[config.mk]
export PLATFORM = sky130hd
export DESIGN_NAME = cdl_free_stack
export DESIGN_NICKNAME = d
export VERILOG_FILES = /design/src/hdl/cdl_pkg.sv /design/src/hdl/cdl_free_stack.sv
export SDC_FILE = /design/constraint.sdc
export NUM_CORES = 2
export LEC_CHECK = 0
export BUFFER_PORTS_ARGS = -buffer_cell sky130_fd_sc_hd__buf_2
export CORE_ASPECT_RATIO = 0.5
export CORE_UTILIZATION = 35
export DETAILED_ROUTE_END_ITERATION = 10
export GPL_TIMING_DRIVEN = 1
export PLACE_DENSITY = 0.53
export SYNTH_ARGS = -nofsm -noshare
export SYNTH_HDL_FRONTEND = slang
export SYNTH_SLANG_ARGS = --single-unit
[constraint.sdc]
create_clock -name clock -period 5.5 [get_ports clock]
set_input_delay 1.1 -clock clock [delete_from_list [all_inputs] [get_ports clock]]
set_output_delay 1.1 -clock clock [all_outputs]
set_load 0.1 [all_outputs]
[src/hdl/cdl_pkg.sv]
// cdl_pkg: shared constants, command and status codes, fsm state type
// for the cursor doubly linked list engine; no dependencies
package cdl_pkg;

   localparam int DEF_CAPACITY   = 256;
   localparam int DEF_VALUE_BITS = 32;
   localparam int CMD_BITS       = 3;
   localparam int STATUS_BITS    = 3;
   localparam int COUNT_BITS     = 9;
   localparam int PORT_VALUE_BITS = 32;

   localparam logic [CMD_BITS-1:0] CMD_FIRST   = 3'd0;
   localparam logic [CMD_BITS-1:0] CMD_LAST    = 3'd1;
   localparam logic [CMD_BITS-1:0] CMD_ADVANCE = 3'd2;
   localparam logic [CMD_BITS-1:0] CMD_RETREAT = 3'd3;
   localparam logic [CMD_BITS-1:0] CMD_INSERT  = 3'd4;
   localparam logic [CMD_BITS-1:0] CMD_DELETE  = 3'd5;
   localparam logic [CMD_BITS-1:0] CMD_SEARCH  = 3'd6;

   localparam logic [STATUS_BITS-1:0] ST_OK     = 3'd0;
   localparam logic [STATUS_BITS-1:0] ST_EMPTY  = 3'd1;
   localparam logic [STATUS_BITS-1:0] ST_AT_END = 3'd2;
   localparam logic [STATUS_BITS-1:0] ST_BEFORE = 3'd3;
   localparam logic [STATUS_BITS-1:0] ST_FULL   = 3'd4;

   typedef enum logic [6:0] {
      S_IDLE  = 7'b0000001,
      S_RD    = 7'b0000010,
      S_EXEC  = 7'b0000100,
      S_FIX   = 7'b0001000,
      S_WALK  = 7'b0010000,
      S_LOOK  = 7'b0100000,
      S_OUT   = 7'b1000000
   } state_type;

endpackage

[src/hdl/cdl_free_stack.sv]
// cdl_free_stack: stack of free node indexes; unwritten slots read as their own index
// fill mark gives the reset contents without a clearing pass; uses cdl_pkg
module cdl_free_stack #(
   parameter int CAPACITY  = 256,
   parameter int IDX_BITS  = 8,
   parameter int LINK_BITS = 9
) (
   input  logic                 clock,
   input  logic                 reset,
   input  logic [LINK_BITS-1:0] top,
   input  logic                 rd_en,
   output logic [IDX_BITS-1:0]  rd_data,
   input  logic                 push,
   input  logic [IDX_BITS-1:0]  push_data
);
   import cdl_pkg::*;

   logic [IDX_BITS-1:0]  slots [CAPACITY];
   // lowest top seen so far: slots below it were never popped and still hold their index
   logic [LINK_BITS-1:0] low_mark_ff, low_mark_in;
   logic [IDX_BITS-1:0]  raw_ff;
   logic                 fresh_ff;
   logic [IDX_BITS-1:0]  fresh_idx_ff;
   logic [IDX_BITS-1:0]  addr;

   assign addr = IDX_BITS'(top - LINK_BITS'(1));

   always_comb begin
      low_mark_in = low_mark_ff;
      if (top < low_mark_ff) low_mark_in = top;
   end

   always_ff @(posedge clock) begin
      if (reset) low_mark_ff <= LINK_BITS'(CAPACITY);
      else       low_mark_ff <= low_mark_in;
   end

   always_ff @(posedge clock) begin
      if (push) slots[top[IDX_BITS-1:0]] <= push_data;
      if (rd_en) begin
         raw_ff       <= slots[addr];
         fresh_ff     <= (top - LINK_BITS'(1)) < low_mark_ff;
         fresh_idx_ff <= addr;
      end
   end

   assign rd_data = fresh_ff ? fresh_idx_ff : raw_ff;
endmodule

==> impl_metrics.toml <==
[setup_path]
start_kind = "primary input"
cp-startpoint = "top[1]"
crit_fanout = 53
max_stage_delay_ps = 570
crit_cells = 12
path_delay_family = "buffers and inverters"
critPathKind = "in2reg"
worstPathRequired_ps = 6020
critPathCapture = "raw_ff[7]"
r2r_slack_ps = 2370
rr_startpoint = "slots[20][7]"
critPathCaptureType = "flip-flop"
r2r-end = "raw_ff[7]"
cp.arrival_ps = 4970
worstPathBufferInverterCount = 5
slowest_stage = "a22oi_1"
rr_worst_depth = 7
crit_chain = "buf_2, inv_1, ha_4, buf_12, buf_12, mux4_2, mux4_2, a22oi_1, nand2_1, a22oi_1, buf_4, o221ai_1"

[flow_run]
cap_violations = 0

[min_path]
hold_class = "reg2reg"

[clocking]
root_buffer = "clkbuf_16"
postCtsHoldBufs = 0
tritoncts = "yes"
post_cts_resized = 0
cts.sinks = 2074
clkLatencyLatePin_ps = 820
clk_pin_slew_ps = 60
cts_inserted_buffers = 196
cts_max_level = 4
post_cts_buffers = 0
cts_buffer_depth = 4

[synth]
seq_area_frac_synth = 0.774
synth_top_family_by_area = "multiplexers"
synth-seq-cells = 2074
synth_edf_count = 2065
synthSimpleGateAreaFrac = 0.0180
synthFlopType = "edfxtp_1"
ys_warn_count = 0
synthXorXnorAreaFrac = 0.000654
synth-async-reset-ratio = 0
synth.distinct_cells = 37
synthAdderAreaFrac = 0.00311
synth_nets = 3466
synth_area_um2 = 80300
synth_area_leader_cell = "edfxtp_1"
synthMuxAreaShare = 0.182
synth_top_area_share = 0.772
synth_area_leaders = "edfxtp_1, mux4_2, nor2_1"
postSynthAreaPerCell_um2 = 23.5
synth_compound_area_frac = 0.00942
syn_inst = 3425

[sta]
worst_pin_slew_ps = 1220
period_share = 0.809
finClkSkew_ps = 36.0
hold_viol_final = 0
slew_headroom = 0.184
report.final.setup_viol = 0
fin_ws_ps = 1050
fmax_ghz = 0.225
timing.setup.tns_ps = 0
rsz0062_at_grt = "no"
slew_violations = 0
min_period_ps = 4450

[power_and_ir_drop]
switching_share = 0.223
p_comb_frac = 0.073
p_per_area_nw_per_um2 = 360
intPower_mw = 25.4
peakVddDrop_mv = 0.264
p_seq_frac = 0.534
power.switching_mw = 7.28
p_clk_frac = 0.392
leakagePower_nw = 27.4

[status]
status = "finished, final reports clean"

[routing]
drt-wirelength-per-cell_um = 29.8
route.detailed.drc = 0
drt-total-wl_um = 202000
drtIter0Drc = 4095
via_count = 36700
antenna_left = 0
drt-pass1-iter-count = 5
viasPerCell = 5.40

[global_routing]
grt-ovfl-total = 0
grt_start_max_net_pins = 155
antenna_found_initial = 20
grt_pass1_vias = 37700
grt_usage = 0.174
grt_first_pass_wirelength_um = 289000

[die]
die_area_um2 = 232000
die_y_um = 341
io_pins = 29
die_x_um = 680
placementRows = 123
core-area_um2 = 227000
start_util = 0.355

[final_layout]
layout-drive-gt1-share = 0.286
syn2layout_area_growth_pct = 12.8
fill_cells = 20000
utilization = 0.400
fin_nets = 3615

[place]
hpwl_um = 121000
place_ws_ps = 260
port_buffers = 28
gp_congestion = 0.838
layer usage:
layer | track usage | share of wire | vias to the layer above
met5 | 0 | 0.000064 | -
li1 | - | - | 14900
met3 | 0.0355 | 0.073 | 237
met4 | 0.0311 | 0.017 | 2
met1 | 0.250 | 0.43 | 20200
met2 | 0.278 | 0.48 | 1270
power groups by stage:
stage	Clock [mW]	Sequential (mW)	Combinational, mW
global route	13.7	17.5	2.51
CTS	13.1	17.5	2.44
global placement	0	17.8	2.41
finish	12.8	17.5	2.39
detailed placement	0	17.8	2.43
floorplan	0	17.8	1.37
per-stage QoR:
| step | power [mW] | hold WS (ps) | area, µm² | std cells |
|---|---|---|---|---|
| 2_1_floorplan | 19.2 | 460 | 80300 | 3425 |
| 3_3_place_gp | 20.2 | 476 | 84800 | 6438 |
| 3_5_place_dp | 20.2 | 491 | 84800 | 6438 |
| 4_1_cts | 33.0 | 484 | 90600 | 6784 |
| 5_1_grt | 33.7 | 514 | 90600 | 6786 |
| 6_report | 32.7 | 507 | 90700 | 6789 |
area by class of cell:
type | instances | area (µm²) | share of cell area
antenna | 5 | 12.5 | 0.000138
clock buffer | 258 | 5180 | 0.0571
clock inverter | 88 | 662 | 0.00730
inverter | 15 | 56.3 | 0.000621
multi-input combinational | 1134 | 17200 | 0.190
sequential | 2074 | 62200 | 0.686
tap | 3062 | 3830 | 0.0423
timing repair buffer | 153 | 1490 | 0.0165
registers in the layout (all words and copies together), names as in the netlist:
register / cells
raw_ff: 8
slots: 2048
low_mark_ff: 9
fresh_idx_ff: 8
fresh_ff: 1
tightest hold or removal path: stages, from the launching register on:
cell and delay [ps]:
dfxtp_1 330, mux2i_1 70, nor2_1 70
kinds of logic (layout without fill, tap and decap cells):
| logic type | Yosys count | after routing |
|---|---|---|
| flops | 2074 | 2074 |
| mux | 656 | 656 |
| simple gates | 356 | 356 |
| buf+inv | 217 | 514 |
| compound gates | 96 | 96 |
| fa+ha+maj | 20 | 20 |
| xor+xnor | 6 | 6 |
| other cells | 0 | 5 |
cell usage in the layout, fill, tap and decap left out, drive strengths merged, types with 5 or more instances in the layout:
| cell type | count |
|---|---|
| and3 | 16 |
| clkinv | 70 |
| diode | 5 |
| nor2b | 7 |
| buf | 153 |
| mux2 | 8 |
| clkbuf | 258 |
| o221ai | 8 |
| edfxtp | 2065 |
| nand2 | 35 |
| mux2i | 8 |
| dfxtp | 9 |
| nand3 | 26 |
| a221oi | 16 |
| bufinv | 9 |
| a22oi | 40 |
| a22o | 16 |
| ha | 20 |
| nor2 | 263 |
| mux4 | 640 |
| inv | 21 |
worst min-delay path by stage:
stage              startpoint              to  slack (ps)  cells past startpoint
2_1_floorplan  low_mark_ff[1]  low_mark_ff[1]         460                      2
3_3_place_gp   low_mark_ff[3]  low_mark_ff[3]         480                      2
6_report       low_mark_ff[4]  low_mark_ff[4]         510                      2
4_1_cts                top[8]  low_mark_ff[8]         480                      2
3_5_place_dp   low_mark_ff[4]  low_mark_ff[4]         490                      2
5_1_grt                top[8]  low_mark_ff[8]         510                      2
cells in the mapped netlist (9+ instances only):
library cell and n:
a221oi_1 16, a22o_1 16, a22oi_1 40, and3_1 16, buf_2 35, buf_4 24
buf_6 14, clkbuf_1 128, dfxtp_1 9, edfxtp_1 2065, ha_1 20, inv_1 14
mux4_2 640, nand2_1 35, nand3_1 26, nor2_1 263
(Power assumes the default switching activity.)
